### config.mk
export PLATFORM = sky130hd
export DESIGN_NAME = slkt_ctrl
export DESIGN_NICKNAME = d
export VERILOG_FILES = /design/src/hw/rtl/slkt_pkg.sv /design/src/hw/rtl/slkt_ctrl.sv
export SDC_FILE = /design/constraint.sdc
export NUM_CORES = 1
export LEC_CHECK = 0
export ABC_CLOCK_PERIOD_IN_PS = 1600
export BUFFER_PORTS_ARGS = -buffer_cell sky130_fd_sc_hd__buf_2
export CORE_MARGIN = 2
export CORE_UTILIZATION = 43
export DETAILED_ROUTE_END_ITERATION = 8
export HOLD_SLACK_MARGIN = 0.15
export PLACE_DENSITY = 0.71
export RECOVER_POWER = 100
export SYNTH_ARGS = -nofsm -noshare
export SYNTH_HDL_FRONTEND = slang
export SYNTH_SLANG_ARGS = --single-unit
### constraint.sdc
create_clock -name clk -period 1.6 [get_ports clk]
set_clock_uncertainty 0.05 [all_clocks]
set_input_delay 0.32 -clock clk [delete_from_list [all_inputs] [get_ports clk]]
set_output_delay 0.32 -clock clk [all_outputs]
set_load 0.02 [all_outputs]
### src/hw/rtl/slkt_pkg.sv
// Package for the shared/exclusive lock table: field widths, default sizes,
// operation and mode codes, controller-to-datapath command struct.
// No dependencies.
`default_nettype none

package slkt_pkg;

    // fixed item field widths
    localparam int TXN_ID_W = 16;
    localparam int KEY_W    = 64;
    localparam int LEN_W    = 4;
    localparam int COUNT_W  = 5;

    // default table geometry
    localparam int DEF_TABLE_ENTRIES = 16;
    localparam int DEF_KEY_BYTES     = 8;
    localparam int DEF_TXN_BITS      = 16;

    // operation codes
    localparam logic OP_ACQUIRE = 1'b0;
    localparam logic OP_RELEASE = 1'b1;

    // lock modes
    localparam logic MODE_SHARED    = 1'b0;
    localparam logic MODE_EXCLUSIVE = 1'b1;

    // commands from controller to datapath
    typedef struct packed {
        logic load;    // capture the incoming request
        logic cmp_en;  // table read data valid for cmp address
        logic commit;  // apply the decision and load the result register
    } slkt_cmd_t;

endpackage

`default_nettype wire

### src/hw/rtl/slkt_ctrl.sv
// Sequencing controller for the lock table: walks the table one entry per
// cycle, then commits and hands the result to the output register.
// Depends on slkt_pkg.
`default_nettype none

module slkt_ctrl import slkt_pkg::*; #(
    parameter int TABLE_ENTRIES = DEF_TABLE_ENTRIES
) (
    input  logic                             clk,
    input  logic                             rst_n,
    input  logic                             in_valid,
    output logic                             in_ready,
    output logic                             out_valid,
    input  logic                             out_ready,
    output slkt_cmd_t                        cmd,
    output logic [$clog2(TABLE_ENTRIES)-1:0] rd_addr,
    output logic [$clog2(TABLE_ENTRIES)-1:0] cmp_addr
);

    localparam int AW = $clog2(TABLE_ENTRIES);
    localparam logic [AW-1:0] LAST_IDX = AW'(TABLE_ENTRIES - 1);

    typedef enum logic [1:0] {S_IDLE, S_SCAN, S_DRAIN, S_COMMIT} state_t;

    state_t        state_reg;
    logic [AW-1:0] idx_reg;
    logic [AW-1:0] cmp_addr_reg;
    logic          cmp_en_reg;
    logic          out_valid_reg;
    logic          out_free;

    assign out_free   = !out_valid_reg || out_ready;
    assign in_ready   = (state_reg == S_IDLE);
    assign cmd.load   = (state_reg == S_IDLE) && in_valid;
    assign cmd.cmp_en = cmp_en_reg;
    assign cmd.commit = (state_reg == S_COMMIT) && out_free;
    assign rd_addr    = idx_reg;
    assign cmp_addr   = cmp_addr_reg;
    assign out_valid  = out_valid_reg;

    always_ff @(posedge clk or negedge rst_n)
    begin
        if (!rst_n)
        begin
            state_reg     <= S_IDLE;
            idx_reg       <= '0;
            cmp_addr_reg  <= '0;
            cmp_en_reg    <= 1'b0;
            out_valid_reg <= 1'b0;
        end
        else
        begin
            // read data arrives in the cycle after its address
            cmp_en_reg   <= (state_reg == S_SCAN);
            cmp_addr_reg <= idx_reg;

            if (cmd.commit)
            begin
                out_valid_reg <= 1'b1;
            end
            else if (out_ready)
            begin
                out_valid_reg <= 1'b0;
            end

            case (state_reg)
                S_IDLE:
                begin
                    if (in_valid)
                    begin
                        idx_reg   <= '0;
                        state_reg <= S_SCAN;
                    end
                end
                S_SCAN:
                begin
                    idx_reg <= idx_reg + AW'(1);
                    if (idx_reg == LAST_IDX)
                    begin
                        state_reg <= S_DRAIN;
                    end
                end
                S_DRAIN:
                begin
                    state_reg <= S_COMMIT;
                end
                S_COMMIT:
                begin
                    if (out_free)
                    begin
                        state_reg <= S_IDLE;
                    end
                end
                default:
                begin
                    state_reg <= S_IDLE;
                end
            endcase
        end
    end

endmodule

`default_nettype wire

# Word level (Yosys, flattened, before mapping)
# Cells that the tools add are included.
[totals]
regBits = 12
in_bits = 4
wordCells = 30
[op_classes]
add_sub_neg = 1
eq_ne = 7
n_mux = 8
n_reduce_logical = 9
[op_table]
columns = ["operator", "count"]
rows = [
  ["$pmux W2 S4", 1],
  ["$pmux W4 S2", 1],
  ["$mux W2", 3],
  ["$add A4 B1 Y4 const B", 1],
  ["$eq A2 B2 Y1 const B", 2],
  ["$eq A4 B4 Y1 const B", 1],
  ["$mux W4", 1],
  ["$ne A2 B2 Y1 const B", 2],
  ["$reduce_bool A2 Y1", 2],
  ["$reduce_and A3 Y1", 1],
  ["$eq A2 B1 Y1 const B", 1],
  ["$logic_and A1 B1 Y1", 2],
  ["$logic_not A2 Y1", 1],
  ["$mux W1", 2],
  ["$ne A2 B1 Y1 const B", 1],
  ["$reduce_and A2 Y1", 1],
  ["$logic_not A1 Y1", 1],
  ["$logic_or A1 B1 Y1", 1],
]

# Longest topological paths before layout
# Gate-level depths: netlist of run 1.
[depth]
ltp_word = 4
depth_mapped = 6
ltp_nobuf = 5

# Worst setup path after synthesis of run 1
# No wires, ideal clock.
[synth_timing]
kind = "register -> register"
startpoint = "register state_reg[0]"
endpoint = "register state_reg[1]"
setup_time_ps = 128
arrival_ps = 1461
required_time_ps = 1422
setup_slack_ps = -39
path_stages_with_launch = 6
n_path_buf = 0
period_less_slack_ps = 1639
path_cell_list = "dfrtp_1 inv_1 ha_1 and2b_1 a211oi_2 mux2_1"
[synth_via]
elab_chain_len = 3
elab_cells_between_ends = 9
classes_between = "eq/ne: 6; mux: 1; reduce/logical: 2"
[synth_rtl]
columns = ["item", "line", "rtl"]
rows = [
  ["from (decl)", "slkt_ctrl.sv:25", "state_t state_reg;"],
  ["from (signal assigned)", "slkt_ctrl.sv:45", "state_reg <= S_IDLE;"],
  ["from (signal assigned)", "slkt_ctrl.sv:72", "state_reg <= S_SCAN;"],
  ["from (signal assigned)", "slkt_ctrl.sv:80", "state_reg <= S_DRAIN;"],
  ["$logic_not A2 Y1 *", "n/a", ""],
  ["named net in_ready", "slkt_ctrl.sv:12", "output logic in_ready,"],
  ["$ne A2 B2 Y1 (no line)", "n/a", ""],
  ["$reduce_and A3 Y1 (no line)", "n/a", ""],
]
# The timed path passes the listed nets; every way through them passes the cells marked *.
# A chain may end at the register's enable or synchronous reset.

# Worst setup path after layout of run 1
[layout_timing]
startpoint = "register state_reg[1]"
endpoint = "register state_reg[1]"
[layout_via]
elab_chain_len = 3
elab_cells_between_ends = 9
classes_between = "eq/ne: 6; mux: 1; reduce/logical: 2"
[layout_rtl]
columns = ["item", "line", "rtl"]
rows = [
  ["$eq A2 B1 Y1 (tied with other cells)", "slkt_ctrl.sv:66", "case (state_reg)"],
  ["$ne A2 B1 Y1 (no line) or $ne A2 B2 Y1 (tied branches)", "n/a", ""],
  ["$reduce_and A3 Y1 (no line)", "n/a", ""],
]
# Several ways; a longest one is shown, not always the timed one.

==> run_results.csv, run 1 <==
group,metric,value,unit
route,ant_nets,0,
clock_tree,clkSinkCount,12,
sta,worst_slew_pin_slew,0.645,ns
clock_tree,cts_tree,"built",
die,die_width,40.4,um
layout,diodes,0,
logic_synthesis,syn_area_per_cell,11.9,um2
sta,maxSlewHeadroom,57.0,%
pwr,peakVddDrop,0.00106,V
logic_synthesis,synth-edff-count,0,
logic_synthesis,synthDistinctLibCells,24,
clock_tree,cts.path.max_buffers,2,
clock_tree,numCtsBuffers,3,
global_route,grt_pass1_wl,1.74,mm
layout,finalInstanceArea,796,um2
setup_path,startpoint,"state_reg[1]",
sta,setup-tns-final,-0.113,ns
route,first_iter_violations,12,
global_route,grt_max_degree,13,
die,core_region_area,0.00127,mm2
logic_synthesis,syn-num-nets,57,
route,routed_wl,1.21,mm
placement,hpwl,745,um
pwr,p_leak,0.399,nW
logic_synthesis,syn_area,571,um2
route,avgRoutedWirePerCell,13.8,um
layout,area_growth,39.5,%
placement,placed_area,682,um2
logic_synthesis,async_reset_ff_share,100,%
global_route,antenna_found_initial,0,
sta,period_minus_slack,1.66,ns
die,dieArea,0.00163,mm2
route,vias_per_cell,5.10,
setup_path,crit_path_end_kind,"register",
status,outcome,"finished, violations left",
layout,layout-drive-gt1-share,46.6,%
status,violations,"setup timing",
logic_synthesis,yosys.area.top_type,"dfrtp_1",
setup_path,startpoint_type,"register",
setup_path,cp.arrival,1.77,ns
logic_synthesis,synth_area_leaders,"dfrtp_1 53%, ha_1 11%, nand2b_1 4.4%",
setup_path,cp_max_fo,3,
sta,final_max_slew_viol_count,0,
worst_hold_path,hold_class,"primary input to register",
placement,gp_congestion,0.652,
route,dr.pass1.iters,4,
job,max_cap_violations,0,
global_route,grt_pass1_vias,390,
route,vias,449,
layout,fin_nets,84,
sta,rsz0062_at_grt,"true",
route,post-route-drc-count,0,
logic_synthesis,synth_top_area_share,52.6,%
placement,portBuffers,16,
setup_path,crit_type,"register to register",
clock_tree,insertion_delay,0.27,ns
sta,setup_violations,2,
die,row_count,13,
clock_tree,clock-root-buffer,"clkbuf_4",
setup_path,worstPathRequired,1.71,ns
sta,hold_viol_final,0,
logic_synthesis,ys_warn_count,0,
logic_synthesis,ys_seq_area_share,52.6,%
die,initial_utilization,45.0,%
die,die_h,40.4,um
logic_synthesis,ys_top_cells_by_count,"12 x dfrtp_1, 5 x ha_1, 4 x nand2b_1",
logic_synthesis,yosysMostFrequentCell,"dfrtp_1",
logic_synthesis,synth_seq_cells,12,
setup_path,timing.rr.start,"state_reg[1]",
sta,fin_ws,-0.0646,ns
clock_tree,cts_htree_levels,1,
die,io_pins,17,
logic_synthesis,synth_flop_cell,"dfrtp_1",
pwr,p_per_area,2260,mW/mm2
clock_tree,cts.clk_slew.worst_paths,0.07,ns
logic_synthesis,syn_inst,48,
sta,fmax,601,MHz
global_route,track_usage,16.8,%
global_route,grt_overflow,0,
worst_hold_path,hold_start,"out_ready",
sta,finalCritPeriodShare,104,%
==> stage by stage <==
stage               setup WS [ns]  std cells  power [mW]  hold slack, ns  util [%]
floorplan                  0.0355         48        1.09         -0.0256         -
global placement           0.0491         80        1.33           0.161      53.7
detailed placement        0.00336         80        1.35           0.161      53.7
CTS                       0.00132         87        1.68           0.282      60.3
global route               -0.134         88        1.96           0.334      62.7
finish                    -0.0646         88        1.80           0.293      62.7
==> power by group <==
part | internal, mW | switching, mW | leakage, nW
clock network | 0.0872 | 0.0928 | 0.0138
registers | 0.441 | 0.115 | 0.153
logic | 0.514 | 0.550 | 0.232
total | 1.04 | 0.757 | 0.399
==> cell type report <==
cell class / count / area [um2]
inverter: 2 / 7.51
multi-input combinational: 32 / 292
clock buffer: 3 / 22.5
tap: 15 / 18.8
timing repair buffer: 24 / 154
sequential: 12 / 302
fill: 97 / 473
==> layer usage <==
layer	share of wire (%)	routed length, um	vias up	GRT usage [%]
li1	-	-	220	-
met4	2.8	34	0	7.50
met3	5.0	61	4	3.33
met1	44	537	207	23.5
met5	0	0	-	0
met2	48	580	18	24.6
==> cell usage in the layout, fill, tap and decap left out, types with 2 or more instances in the layout <==
cell and count:
buf_2 13, dfrtp_1 11, buf_4 5, nand2b_1 4, nand2_1 3, ha_1 3, clkbuf_4 3, buf_6 3
nand3_1 2, o21ai_0 2, ha_4 2, clkbuf_1 2
==> cell families after synthesis <==
kind of cell | after synthesis | share of synthesized area, %
adder cells (fa/ha/maj) | 5 | 11.0
AO/OA/AOI/OAI | 8 | 11.0
buffers and inverters | 4 | 3.51
flip-flops | 12 | 52.6
AND/OR/NAND/NOR | 17 | 18.2
multiplexers | 2 | 3.73
==> critical path: stages, from the launching register on <==
cell      delay [ns]
dfrtp_1         0.42
buf_6           0.14
ha_4            0.15
and3b_1         0.18
a211oi_2        0.28
mux2_4          0.33
==> final timing paths <==
kind | slack [ns] | cells after the start | end
min in group asynchronous | 0.53 | 2 | cmp_addr[2]
min | 0.29 | 3 | out_valid
max | -0.06 | 5 | state_reg[1]
max in group asynchronous | 0.52 | 2 | state_reg[0]
min reg2reg | 0.41 | 0 | cmp_addr[1]
max reg2reg | -0.06 | 5 | state_reg[1]
==> repair_timing <==
item	in CTS	in global routing
hold endpoints to repair	12	0
setup endpoints to repair	3	4
setup buffers	4	1
hold buffers	1	0
pin swaps	1	2
resized for setup	8	6
(Power assumes the default switching activity.)
==> run 2: changes to the inputs <==
--- a/config.mk
+++ b/config.mk
@@ -10,8 +10,9 @@
 export CORE_MARGIN = 2
 export CORE_UTILIZATION = 43
 export DETAILED_ROUTE_END_ITERATION = 8
+export GPL_TIMING_DRIVEN = 0
 export HOLD_SLACK_MARGIN = 0.15
-export PLACE_DENSITY = 0.71
+export PLACE_DENSITY = 0.76
 export RECOVER_POWER = 100
 export SYNTH_ARGS = -nofsm -noshare
 export SYNTH_HDL_FRONTEND = slang
==> run 2 against run 1 <==
Compared with the run above:
- the flow still finishes with violations (setup timing)
- final area shrank 5.3%
- highest routed layer unchanged
- sequential cell count unchanged
- largest power group unchanged
- routed wire length down 22%
- critical endpoint unchanged
- global-route usage down 2.9 points
==> run_results.csv, run 2 (synthesized netlist as in run 1, its figures left out) <==
group,metric,value,unit
sta,rsz0062_at_grt,"true",
setup_path,cp.arrival,1.71,ns
clock_tree,insertion_delay,0.27,ns
die,row_count,13,
pwr,combPwrFrac,52.3,%
layout,layout_commonest_cell,"buf_2",
sta,setup_violations,1,
sta,finalCritPeriodShare,100,%
status,outcome,"finished, violations left",
layout,finalInstanceArea,753,um2
layout,area_growth,32.0,%
setup_path,slowest_delay,0.43,ns
route,first_iter_violations,7,
setup_path,crit_path_end_kind,"register",
setup_path,crit_end,"state_reg[1]",
layout,nFillCells,113,
setup_path,timing.rr.start,"state_reg[0]",
global_route,grt_pass1_vias,370,
setup_path,startpoint,"state_reg[0]",
die,die_h,40.4,um
die,initial_utilization,45.0,%
setup_path,reg2reg_depth,5,
layout,diodes,0,
pwr,peakVddDrop,0.00118,V
global_route,antenna_found_initial,0,
global_route,grt_pass1_wl,1.44,mm
die,core_region_area,0.00127,mm2
die,dieArea,0.00163,mm2
layout,mostFrequentLayoutCells,"14 x buf_2, 12 x dfrtp_1, 4 x nand2b_1, 4 x buf_4",
setup_path,cp_top_family,"flip-flops",
global_route,track_usage,13.9,%
setup_path,reg2reg_slack,-0.006,ns
clock_tree,clkSinkCount,12,
route,routed_wl,950,um
placement,portBuffers,16,
sta,hold_slack,0.277,ns
clock_tree,clock-root-buffer,"clkbuf_4",
route,vias,411,
clock_tree,cts.path.max_buffers,2,
route,avgRoutedWirePerCell,11.0,um
route,vias_per_cell,4.78,
clock_tree,cts_htree_levels,1,
layout,stdcell_count,86,
route,post-route-drc-count,0,
sta,final_max_slew_viol_count,0,
clock_tree,cts.clk_slew.worst_paths,0.08,ns
clock_tree,numCtsBuffers,3,
placement,place_inst,79,
setup_path,cp.depth,5,
sta,hold_viol_final,0,
setup_path,startpoint_type,"register",
worst_hold_path,hold_class,"primary input to register",
sta,worst_slew_pin_slew,0.623,ns
placement,placed_area,672,um2
route,dr.pass1.iters,3,
pwr,p_seq_share,33.4,%
sta,period_minus_slack,1.61,ns
pwr,p_clk_share,14.3,%
pwr,p_switching,0.672,mW
setup_path,timing.rr.end,"state_reg[1]",
layout,fin_nets,81,
pwr,swShare,40.7,%
job,max_cap_violations,0,
layout,layout-drive-gt1-share,40.8,%
route,ant_nets,0,
pwr,p_per_area,2190,mW/mm2
setup_path,cp_slowest_cell,"dfrtp_1",
global_route,grt_max_degree,13,
clock_tree,cts_tree,"built",
global_route,grt_overflow,0,
pwr,p_leak,0.384,nW
status,violations,"setup timing",
placement,hpwl,704,um
setup_path,cp_num_buf_inv,1,
sta,maxSlewHeadroom,58.4,%
setup_path,cp_max_fo,6,
die,io_pins,17,
setup_path,crit_type,"register to register",
sta,fmax,623,MHz
setup_path,worstPathRequired,1.70,ns
die,die_width,40.4,um
placement,gp_congestion,0.710,
pwr,intPower,0.978,mW
setup_path,crit_chain,"inv_2 -> ha_4 -> and2b_1 -> a211oi_2 -> mux2_1",
sta,fin_ws,-0.00615,ns
==> run 2: repair_timing <==
item | in CTS | in global routing
pin swaps | 2 | 1
buffers inserted | 1 | 2
endpoints found under the setup margin | 2 | 4
cloned | 0 | 0
endpoints found under the hold margin | 12 | 0
gates resized for setup | 4 | 2
hold buffers | 1 | 0
==> run 2: worst min-delay path by stage <==
| stage | depth (start not counted) | from | endpoint |
|---|---|---|---|
| 2_1_floorplan | 0 | rst_n | cmp_addr[0] |
| 3_3_place_gp | 1 | rst_n | cmp_en_reg |
| 3_5_place_dp | 1 | rst_n | rd_addr[2] |
| 4_1_cts | 3 | out_ready | out_valid |
| 5_1_grt | 3 | out_ready | out_valid |
| 6_report | 3 | out_ready | out_valid |
==> run 2: per-layer routing <==
metal  up-vias  wire (um)  global-route usage [%]
met4         0          9                    10.0
li1        210          -                       -
met3         2         67                    3.33
met1       185        455                    17.2
met5         -          0                       0
met2        14        417                    20.6
==> run 2: metrics by stage <==
step	util, %	setup TNS, ns	total power, mW	setup slack [ns]
after floorplan	-	0	1.09	0.0355
after global placement	53.0	0	1.29	0.00731
after detailed placement	53.0	0	1.31	0.00198
after CTS	58.2	-0.00159	1.62	-0.00143
after global routing	59.4	-0.228	1.81	-0.0809
final	59.4	-0.00615	1.65	-0.00615
==> run 2: final cells by class <==
type | instances | area (um2) | area share (%)
buffer | 1 | 7.51 | 0.997
clock buffer | 4 | 36.3 | 4.82
inverter | 2 | 7.51 | 0.997
multi-input combinational | 32 | 265 | 35.2
sequential | 12 | 300 | 39.9
tap | 15 | 18.8 | 2.49
timing repair buffer | 20 | 118 | 15.6
==> run 2: tightest hold or removal path: stages <==
cell and delay, ns:
buf_2 0.08, nand2b_1 0.10, nand2b_1 0.05
==> run 2: power groups by stage <==
stage	logic, mW	registers [mW]	clock network [mW]
final	0.864	0.551	0.237
after global routing	0.973	0.574	0.261
after CTS	0.823	0.550	0.243
after detailed placement	0.760	0.552	0
after global placement	0.744	0.549	0
after floorplan	0.439	0.656	0
