`config.mk`:
```
export PLATFORM = sky130hd
export DESIGN_NAME = slkt_dp
export DESIGN_NICKNAME = d
export VERILOG_FILES = /design/src/hw/rtl/slkt_pkg.sv /design/src/hw/rtl/slkt_ram.sv /design/src/hw/rtl/slkt_dp.sv
export SDC_FILE = /design/constraint.sdc
export NUM_CORES = 1
export LEC_CHECK = 0
export BUFFER_PORTS_ARGS = -buffer_cell sky130_fd_sc_hd__clkbuf_2
export CORE_ASPECT_RATIO = 0.75
export CORE_MARGIN = 4
export CORE_UTILIZATION = 30
export DETAILED_ROUTE_END_ITERATION = 8
export GPL_TIMING_DRIVEN = 0
export PLACE_DENSITY_LB_ADDON = 0.05
export SLEW_MARGIN = 10
export SYNTH_ARGS = -nofsm -noshare
export SYNTH_HDL_FRONTEND = slang
export SYNTH_SLANG_ARGS = --single-unit
```
`constraint.sdc`:
```
create_clock -name clk -period 9.2 [get_ports clk]
set_input_delay 0.92 -clock clk [delete_from_list [all_inputs] [get_ports clk]]
set_output_delay 0.92 -clock clk [all_outputs]
set_load 0.01 [all_outputs]
```
`src/hw/rtl/slkt_pkg.sv`:
```
// Package for the shared/exclusive lock table: field widths, default sizes,
// operation and mode codes, controller-to-datapath command struct.
// No dependencies.
`default_nettype none

package slkt_pkg;

    // fixed item field widths
    localparam int TXN_ID_W = 16;
    localparam int KEY_W    = 64;
    localparam int LEN_W    = 4;
    localparam int COUNT_W  = 5;

    // default table geometry
    localparam int DEF_TABLE_ENTRIES = 16;
    localparam int DEF_KEY_BYTES     = 8;
    localparam int DEF_TXN_BITS      = 16;

    // operation codes
    localparam logic OP_ACQUIRE = 1'b0;
    localparam logic OP_RELEASE = 1'b1;

    // lock modes
    localparam logic MODE_SHARED    = 1'b0;
    localparam logic MODE_EXCLUSIVE = 1'b1;

    // commands from controller to datapath
    typedef struct packed {
        logic load;    // capture the incoming request
        logic cmp_en;  // table read data valid for cmp address
        logic commit;  // apply the decision and load the result register
    } slkt_cmd_t;

endpackage

`default_nettype wire

```
`src/hw/rtl/slkt_ram.sv`:
```
// Generic single-write, single-read RAM with registered read data.
// No dependencies.
`default_nettype none

module slkt_ram #(
    parameter int WIDTH = 8,
    parameter int DEPTH = 16
) (
    input  logic                     clk,
    input  logic                     we,
    input  logic [$clog2(DEPTH)-1:0] waddr,
    input  logic [WIDTH-1:0]         wdata,
    input  logic [$clog2(DEPTH)-1:0] raddr,
    output logic [WIDTH-1:0]         rdata
);

    logic [WIDTH-1:0] mem [DEPTH];
    logic [WIDTH-1:0] rdata_reg;

    always_ff @(posedge clk)
    begin
        if (we)
        begin
            mem[waddr] <= wdata;
        end
        rdata_reg <= mem[raddr];
    end

    assign rdata = rdata_reg;

endmodule

`default_nettype wire

```
`src/hw/rtl/slkt_dp.sv`:
```
// Lock table datapath: request registers, entry RAM, valid bits, lock
// count, per-scan match/conflict/free-slot tracking and the result register.
// Depends on slkt_pkg and slkt_ram.
`default_nettype none

module slkt_dp import slkt_pkg::*; #(
    parameter int TABLE_ENTRIES = DEF_TABLE_ENTRIES,
    parameter int KEY_BYTES     = DEF_KEY_BYTES,
    parameter int TXN_BITS      = DEF_TXN_BITS
) (
    input  logic                             clk,
    input  logic                             rst_n,
    input  slkt_cmd_t                        cmd,
    input  logic [$clog2(TABLE_ENTRIES)-1:0] rd_addr,
    input  logic [$clog2(TABLE_ENTRIES)-1:0] cmp_addr,
    input  logic                             operation,
    input  logic [TXN_ID_W-1:0]              txn_id,
    input  logic [KEY_W-1:0]                 lock_key,
    input  logic [LEN_W-1:0]                 key_length,
    input  logic                             lock_mode,
    output logic                             granted,
    output logic                             table_full,
    output logic [COUNT_W-1:0]               lock_count,
    output logic [COUNT_W-1:0]               released_count
);

    localparam int AW    = $clog2(TABLE_ENTRIES);
    localparam int CNT_W = $clog2(TABLE_ENTRIES + 1);
    localparam int TXN_W = (TXN_BITS < TXN_ID_W) ? TXN_BITS : TXN_ID_W;
    localparam int KW    = KEY_BYTES * 8;
    localparam int RAM_W = TXN_W + KW + LEN_W + 1;
    localparam logic [LEN_W-1:0] MAX_LEN = LEN_W'(KEY_BYTES);

    // request
    logic             req_op_reg;
    logic [TXN_W-1:0] req_txn_reg;
    logic [KW-1:0]    req_key_reg;
    logic [LEN_W-1:0] req_len_reg;
    logic             req_excl_reg;

    logic [LEN_W-1:0] len_norm;
    logic [KW-1:0]    key_norm;

    // scan results
    logic             held_reg;
    logic             conflict_reg;
    logic             free_found_reg;
    logic [AW-1:0]    free_slot_reg;
    logic [CNT_W-1:0] rel_cnt_reg;

    logic [TABLE_ENTRIES-1:0] valid_reg;
    logic [CNT_W-1:0]         count_reg;
    logic [CNT_W-1:0]         count_next;

    // result register
    logic               granted_reg;
    logic               full_reg;
    logic [COUNT_W-1:0] lock_count_reg;
    logic [COUNT_W-1:0] released_reg;

    // entry RAM word and compare
    logic [RAM_W-1:0] ram_wdata;
    logic [RAM_W-1:0] ram_rdata;
    logic [TXN_W-1:0] e_txn;
    logic [KW-1:0]    e_key;
    logic [LEN_W-1:0] e_len;
    logic             e_excl;
    logic             e_valid;
    logic             key_match;
    logic             txn_match;
    logic             alloc;
    logic [31:0]      count_wide;
    logic [31:0]      rel_wide;

    // clamp length, clear bytes beyond it
    assign len_norm = (key_length > MAX_LEN) ? MAX_LEN : key_length;

    always_comb
    begin
        for (int b = 0; b < KEY_BYTES; b++)
        begin
            key_norm[8*b +: 8] = (b < int'(len_norm)) ? lock_key[8*b +: 8] : 8'h00;
        end
    end

    assign ram_wdata = {req_txn_reg, req_key_reg, req_len_reg, req_excl_reg};
    assign {e_txn, e_key, e_len, e_excl} = ram_rdata;

    slkt_ram #(
        .WIDTH (RAM_W),
        .DEPTH (TABLE_ENTRIES)
    ) u_entry_ram (
        .clk   (clk),
        .we    (alloc),
        .waddr (free_slot_reg),
        .wdata (ram_wdata),
        .raddr (rd_addr),
        .rdata (ram_rdata)
    );

    assign e_valid   = valid_reg[cmp_addr];
    assign txn_match = (e_txn == req_txn_reg);
    assign key_match = (e_len == req_len_reg) && (e_key == req_key_reg);

    assign alloc = cmd.commit && (req_op_reg == OP_ACQUIRE) && !held_reg &&
                   !conflict_reg && free_found_reg;

    always_comb
    begin
        count_next = count_reg;
        if (req_op_reg == OP_RELEASE)
        begin
            count_next = count_reg - rel_cnt_reg;
        end
        else if (alloc)
        begin
            count_next = count_reg + CNT_W'(1);
        end
    end

    assign count_wide = 32'(count_next);
    assign rel_wide   = 32'(rel_cnt_reg);

    // request and scan state
    always_ff @(posedge clk)
    begin
        if (cmd.load)
        begin
            req_op_reg   <= operation;
            req_txn_reg  <= txn_id[TXN_W-1:0];
            req_key_reg  <= key_norm;
            req_len_reg  <= len_norm;
            req_excl_reg <= (lock_mode == MODE_EXCLUSIVE);
        end
        if (cmd.commit)
        begin
            granted_reg    <= (req_op_reg == OP_RELEASE) || held_reg || alloc;
            full_reg       <= (req_op_reg == OP_ACQUIRE) && !held_reg &&
                              !conflict_reg && !free_found_reg;
            lock_count_reg <= count_wide[COUNT_W-1:0];
            released_reg   <= (req_op_reg == OP_RELEASE) ? rel_wide[COUNT_W-1:0]
                                                         : '0;
        end
    end

    always_ff @(posedge clk or negedge rst_n)
    begin
        if (!rst_n)
        begin
            valid_reg      <= '0;
            count_reg      <= '0;
            held_reg       <= 1'b0;
            conflict_reg   <= 1'b0;
            free_found_reg <= 1'b0;
            free_slot_reg  <= '0;
            rel_cnt_reg    <= '0;
        end
        else
        begin
            if (cmd.load)
            begin
                held_reg       <= 1'b0;
                conflict_reg   <= 1'b0;
                free_found_reg <= 1'b0;
                rel_cnt_reg    <= '0;
            end
            else if (cmd.cmp_en)
            begin
                if (req_op_reg == OP_RELEASE)
                begin
                    if (e_valid && txn_match)
                    begin
                        valid_reg[cmp_addr] <= 1'b0;
                        rel_cnt_reg         <= rel_cnt_reg + CNT_W'(1);
                    end
                end
                else if (!e_valid)
                begin
                    // lowest free entry wins
                    if (!free_found_reg)
                    begin
                        free_found_reg <= 1'b1;
                        free_slot_reg  <= cmp_addr;
                    end
                end
                else if (key_match)
                begin
                    if (txn_match)
                    begin
                        held_reg <= 1'b1;
                    end
                    else if (e_excl || req_excl_reg)
                    begin
                        conflict_reg <= 1'b1;
                    end
                end
            end

            if (alloc)
            begin
                valid_reg[free_slot_reg] <= 1'b1;
            end
            if (cmd.commit)
            begin
                count_reg <= count_next;
            end
        end
    end

    assign granted        = granted_reg;
    assign table_full     = full_reg;
    assign lock_count     = lock_count_reg;
    assign released_count = released_reg;

    // lock count matches the valid bits whenever a new item is taken
    a_count_tracks_valid: assert property (@(posedge clk) disable iff (!rst_n)
        cmd.load |-> int'(count_reg) == $countones(valid_reg))
        else $error("lock count out of step with valid bits");

    a_count_bounded: assert property (@(posedge clk) disable iff (!rst_n)
        int'(count_reg) <= TABLE_ENTRIES)
        else $error("lock count above table size");

    a_alloc_free_slot: assert property (@(posedge clk) disable iff (!rst_n)
        alloc |-> !valid_reg[free_slot_reg])
        else $error("allocation into an occupied entry");

    a_alloc_sets_valid: assert property (@(posedge clk) disable iff (!rst_n)
        alloc |=> valid_reg[$past(free_slot_reg)])
        else $error("allocated entry not marked valid");

endmodule

`default_nettype wire

```
; Word-level counts from Yosys, hierarchy flattened
; Memories as Yosys holds them, arrays and structs flattened. A register that Yosys moved wholly into a read port is not among the register bits.
; Cells that the tools add are included.
[classes]
bitwise_logic = 7
reduce_logical = 29
n_mux = 37
n_addsub = 3
order_cmp = 13
n_eq_ne = 6
[ops]
columns = op, count
row1 = 16-bit two-way mux, 5
row2 = 64-bit == test, 1
row3 = 5-bit two-way mux, 6
row4 = 1-bit two-way mux, 22
row5 = 16-bit bitwise AND, 1
row6 = 16-bit == test, 1
row7 = 3-bit by 4-bit < comparator with 1-bit output (first input constant), 4
row8 = 16-bit inverter, 1
row9 = 16-bit OR, 1
row10 = 2-bit nonzero test, 7
row11 = 1-bit logical AND, 11
row12 = 5-bit by 1-bit adder with 5-bit output (second input constant), 2
row13 = 4-bit by 5-bit < comparator with 1-bit output (second input constant), 2
row14 = 5-bit AND reduction, 2
row15 = 1-bit demux with 4-bit select, 2
row16 = 4-bit by 1-bit >= comparator with 1-bit output (second input constant), 2
row17 = 1-bit by 4-bit < comparator with 1-bit output (first input constant), 2
row18 = 2-bit by 4-bit < comparator with 1-bit output (first input constant), 2
row19 = 2-bit inequality test (second input constant), 3
row20 = 3-bit AND reduction, 2
row21 = 6-bit AND reduction, 1
row22 = 5-bit subtractor, 1
row23 = 1-bit binary-select mux with 4-bit select, 1
row24 = 4-bit == test, 1
row25 = other kinds (5), 12
[word_totals]
word_cells = 119
ram_bits = 1360
output_inout_bits = 12
n_memories = 1
reg_bits = 131
in_bits = 99
[memory_table]
columns = memory, depth, word_bits, read_ports, rd_ports_with_merged_regs, wr, line
row1 = u_entry_ram.mem, 16, 85, 1, 1, 1, slkt_ram.sv:17  ; logic [WIDTH-1:0] mem [DEPTH];

; Logic depth before layout (Yosys ltp)
[logic_depth]
depth_word = 12
mapped_depth = 9

; Hierarchy
; From an unflattened synthesis, not the netlist that was laid out.
[hier_totals]
cells_unflattened = 2666
area_unflattened_um2 = 58840.2
[modules_own_cells]
columns = mod, n_inst, cells_per_inst, area_each_um2, seq_area_each_um2
row1 = slkt_ram, 1, 2180, 52531.6, 42540.8
row2 = slkt_dp, 1, 486, 6308.6, 3768.6

; Worst setup path before layout
; Ideal clock, no wire load.
[synth_timing]
path_kind = input port to flip-flop
from = in cmd[0] (netlist bit)
to = mem u_entry_ram.mem[0][0] (netlist bit), enable pin
arrival_ns = 7.465
setup_ns = 0.635
cell_stages = 4
setup_slack_ns = 1.100
n_path_buf = 0
cell_sequence = nand2_1 > nor4_1 > or3b_2 > nor3_1
[synth_between]
elab_chain_len = 6
[synth_lines]
columns = item, line
row1 = from (decl), slkt_dp.sv:13  ; input slkt_cmd_t cmd,
row2 = 1-bit logical AND (3 in a row), slkt_dp.sv:105  ; assign alloc = cmd.commit && (req_op_reg == OP_ACQUIRE) && !held_reg &&
row3 = 1-bit logical AND, slkt_dp.sv:106  ; !conflict_reg && free_found_reg;
row4 = 1-bit two-way mux, slkt_ram.sv:22  ; if (we)
row5 = 1-bit two-way mux (not written as such), slkt_ram.sv:24  ; mem[waddr] <= wdata;
row6 = to (decl), slkt_ram.sv:17
; Every way passes these cells.

; Worst setup path after layout
[layout_timing]
from = reg req_op_reg
to = mem u_entry_ram.mem[4][59] (netlist bit), enable pin
[layout_between]
elab_chain_len = 7
[layout_lines]
columns = item, line
row1 = from (decl), slkt_dp.sv:35  ; logic req_op_reg;
row2 = from (signal assigned), slkt_dp.sv:129  ; req_op_reg <= operation;
row3 = 1-bit inverter, slkt_dp.sv:105
row4 = 1-bit logical AND (3 in a row), slkt_dp.sv:105
row5 = 1-bit logical AND, slkt_dp.sv:106
row6 = 1-bit two-way mux, slkt_ram.sv:22
row7 = 1-bit two-way mux (not written as such), slkt_ram.sv:24
; Every way passes these cells.

==> results.ini <==
[cts]
root_buffer=clkbuf_16
cts_setup_buffers=0
ctsHoldBuffers=0
clkTransAtPathRegs_ps=60
cts_tree=built
ctsResizeCount=0
clkLatencyLatePin_ps=770
cts_max_path_buffers=3
clkSinkCount=1576
ctsHtreeMaxLevel=4
numCtsBuffers=165

[sta]
worst_pin_slew_ps=1300
finalHoldViolations=0
rsz0062_at_grt=false
fin_ws_ps=5130
setup_violations=0
fin_crit_ps=4070
period_share_pct=44.3
timing.fmax_mhz=246
drv_slew=0
slew-limit-headroom_pct=13.5
fin_skew_ps=19.6

[floorplanning]
rows=140
coreArea_um2=195000
start_util_pct=30.2
dieHeight_um=392
die_area_um2=203000
die_w_um=519
top_level_ports=111

[global_routing]
grt_max_degree=55
grt_pass1_vias=28800
grt_first_pass_wirelength_mm=236
antenna_found_initial=5
grt.total_usage_pct=16.7
overflow=0

[placement]
detailed_place_hpwl_mm=112
dpl_cell_area_um2=65100
dp_worst_setup_slack_ps=4420
gp_congestion=0.688
io_buffers=104

[setup_path]
critPathMaxFanout=10
crit_type=register to register
cp_data_arrival_time_ps=4530
cp.required_ps=9650
endpoint_kind=register
crit_path_start_kind=register

[status]
run_status=finished, final reports clean

[synthesis]
synthDistinctLibCells=43
synthCells=2457
yosysWarnings=0
syn_area_um2=58800
syn_area_per_cell_um2=23.9
ys_seq_area_share_pct=78.7
synthesis.nets=2563
ys_ff_latch=1576

[route]
first_iter_violations=2317
dr.pass1.iters=7
vias_per_cell=4.84
wl_per_cell_um=30.3
routed-via-count=27300
ant_nets=0
routed_wirelength_mm=171
drcViolationCount=0

[final_layout]
nets=2979
drive_gt1_share_pct=32.8
syn_to_final_growth_pct=19.2
largest_reg_flops=1360
finalInstanceArea_um2=70100
n_antenna_cell=0

[pwr]
irDropWorstVdd_mv=0.191
power_density_nw_per_um2=222
p_leak_nw=22.2

[hold_path]
min_path_type=input pin to asynchronous set/reset pin

[run]
maxCapViolCount=0

## stage by stage
step                hold WS [ps]   TNS, ps  utilization, %  std cells  total power, mW
finish                       288         0            36.0       5635             15.5
global route                 258         0            36.0       5635             16.2
CTS                          234         0            36.0       5635             15.8
detailed placement           463         0            33.4       5333             9.37
global placement             455  -7776980            32.2       5188             9.33
floorplan                    441         0               -       2457             8.88
## logic make-up after synthesis
| logic type | count (synthesis) | share of synthesized area, % |
|---|---|---|
| flops | 1576 | 78.7 |
| mux | 441 | 16.6 |
| xor+xnor | 92 | 1.37 |
| simple gates | 190 | 1.83 |
| fa+ha+maj | 7 | 0.162 |
| buf+inv | 115 | 0.848 |
| compound gates | 36 | 0.440 |
## path summary, 6_finish.rpt
path	from	endpoint	slack (ps)	cells past startpoint
max reg2reg	req_op_reg$_DFFE_PP_	u_entry_ram.mem[4][59]$_DFFE_PP_	5130	12
max in group asynchronous	rst_n	valid_reg[2]$_DFF_PN0_	8340	1
max	req_op_reg$_DFFE_PP_	u_entry_ram.mem[4][59]$_DFFE_PP_	5130	12
min in group clk	txn_id[5]	req_txn_reg[5]$_DFFE_PP_	330	1
min	rst_n	count_reg[0]$_DFFE_PN0P_	290	1
min reg2reg	valid_reg[10]$_DFF_PN0_	valid_reg[10]$_DFF_PN0_	470	1
## critical path: stages, from the launching register on
cell and delay, ps:
edfxtp_1 360, clkbuf_1 240, nor4_1 430, buf_2 300, nand3b_1 340, nor3_2 490, buf_4 300, buf_4 230
buf_4 230, buf_6 170, buf_4 220, buf_6 200, buf_4 210
## synth_stat cells
library cell | number | area (um^2)
edfxtp_1 | 1458 | 43800
mux4_2 | 428 | 9640
dfxtp_1 | 85 | 1700
clkbuf_1 | 62 | 233
nor2b_1 | 56 | 350
xor2_1 | 52 | 455
buf_2 | 42 | 210
xnor2_1 | 40 | 350
dfrtp_1 | 33 | 826
nor2_1 | 33 | 124
and2_1 | 21 | 131
nor4_1 | 17 | 106
nand4_1 | 16 | 100
a21o_1 | 15 | 113
nand3_1 | 15 | 75.1
nand2_1 | 10 | 37.5
mux2_2 | 9 | 101
inv_1 | 8 | 30.0
nor3_1 | 8 | 40.0
a21oi_1 | 6 | 30.0
ha_1 | 6 | 75.1
a21oi_2 | 4 | 35.0
a31oi_1 | 3 | 18.8
mux2i_1 | 3 | 30.0
nor3b_1 | 3 | 22.5
a211oi_1 | 2 | 15.0
and3_1 | 2 | 12.5
buf_6 | 2 | 22.5
nand2b_1 | 2 | 12.5
nand3b_1 | 2 | 15.0
o21ai_0 | 2 | 10.0
a21boi_0 | 1 | 7.51
a22oi_2 | 1 | 12.5
a31o_1 | 1 | 8.76
and4_4 | 1 | 11.3
and4b_4 | 1 | 13.8
buf_1 | 1 | 3.75
fa_1 | 1 | 20.0
mux4_1 | 1 | 26.3
nand3_2 | 1 | 10.0
o2111ai_1 | 1 | 8.76
or3_1 | 1 | 6.26
or3b_2 | 1 | 8.76
## where the power goes
| part | total [mW] | internal (mW) | switching (mW) |
|---|---|---|---|
| combinational | 0.892 | 0.380 | 0.512 |
| sequential | 8.30 | 8.08 | 0.217 |
| clock | 6.36 | 3.63 | 2.73 |
| total | 15.5 | 12.1 | 3.46 |
## per-layer routing
metal / vias up / part of all wire (%) / global-route usage [%] / wire (um)
met5: - / 0 / 0 / 0
met4: 0 / 1.5 / 3.09 / 2580
met3: 174 / 4.6 / 3.30 / 7840
met2: 621 / 45 / 25.5 / 76900
met1: 15200 / 49 / 25.0 / 83200
li1: 11200 / - / - / -
## cell usage in the layout (no fill, tap or decap), types with 33 or more instances in the layout
cell       instances
clkbuf_2         109
dfrtp_1           33
clkbuf_1         115
xnor2_1           40
dfxtp_1           85
xor2_1            52
edfxtp_1        1458
nor2b_1           56
buf_4             50
buf_2             44
buf_12            56
mux4_2           428
clkbuf_16        171
## final cells by class
class | instances | area (um^2)
plain buffers | 107 | 477
repair buffers | 249 | 2750
flip-flops and latches | 1576 | 46300
multi-input cells | 766 | 12200
fillers | 17800 | 124000
clock inverters | 62 | 423
clock buffers | 240 | 4640
inverters | 8 | 30.0
well taps | 2627 | 3290
No activity file was read; power rests on OpenSTA's default activity.
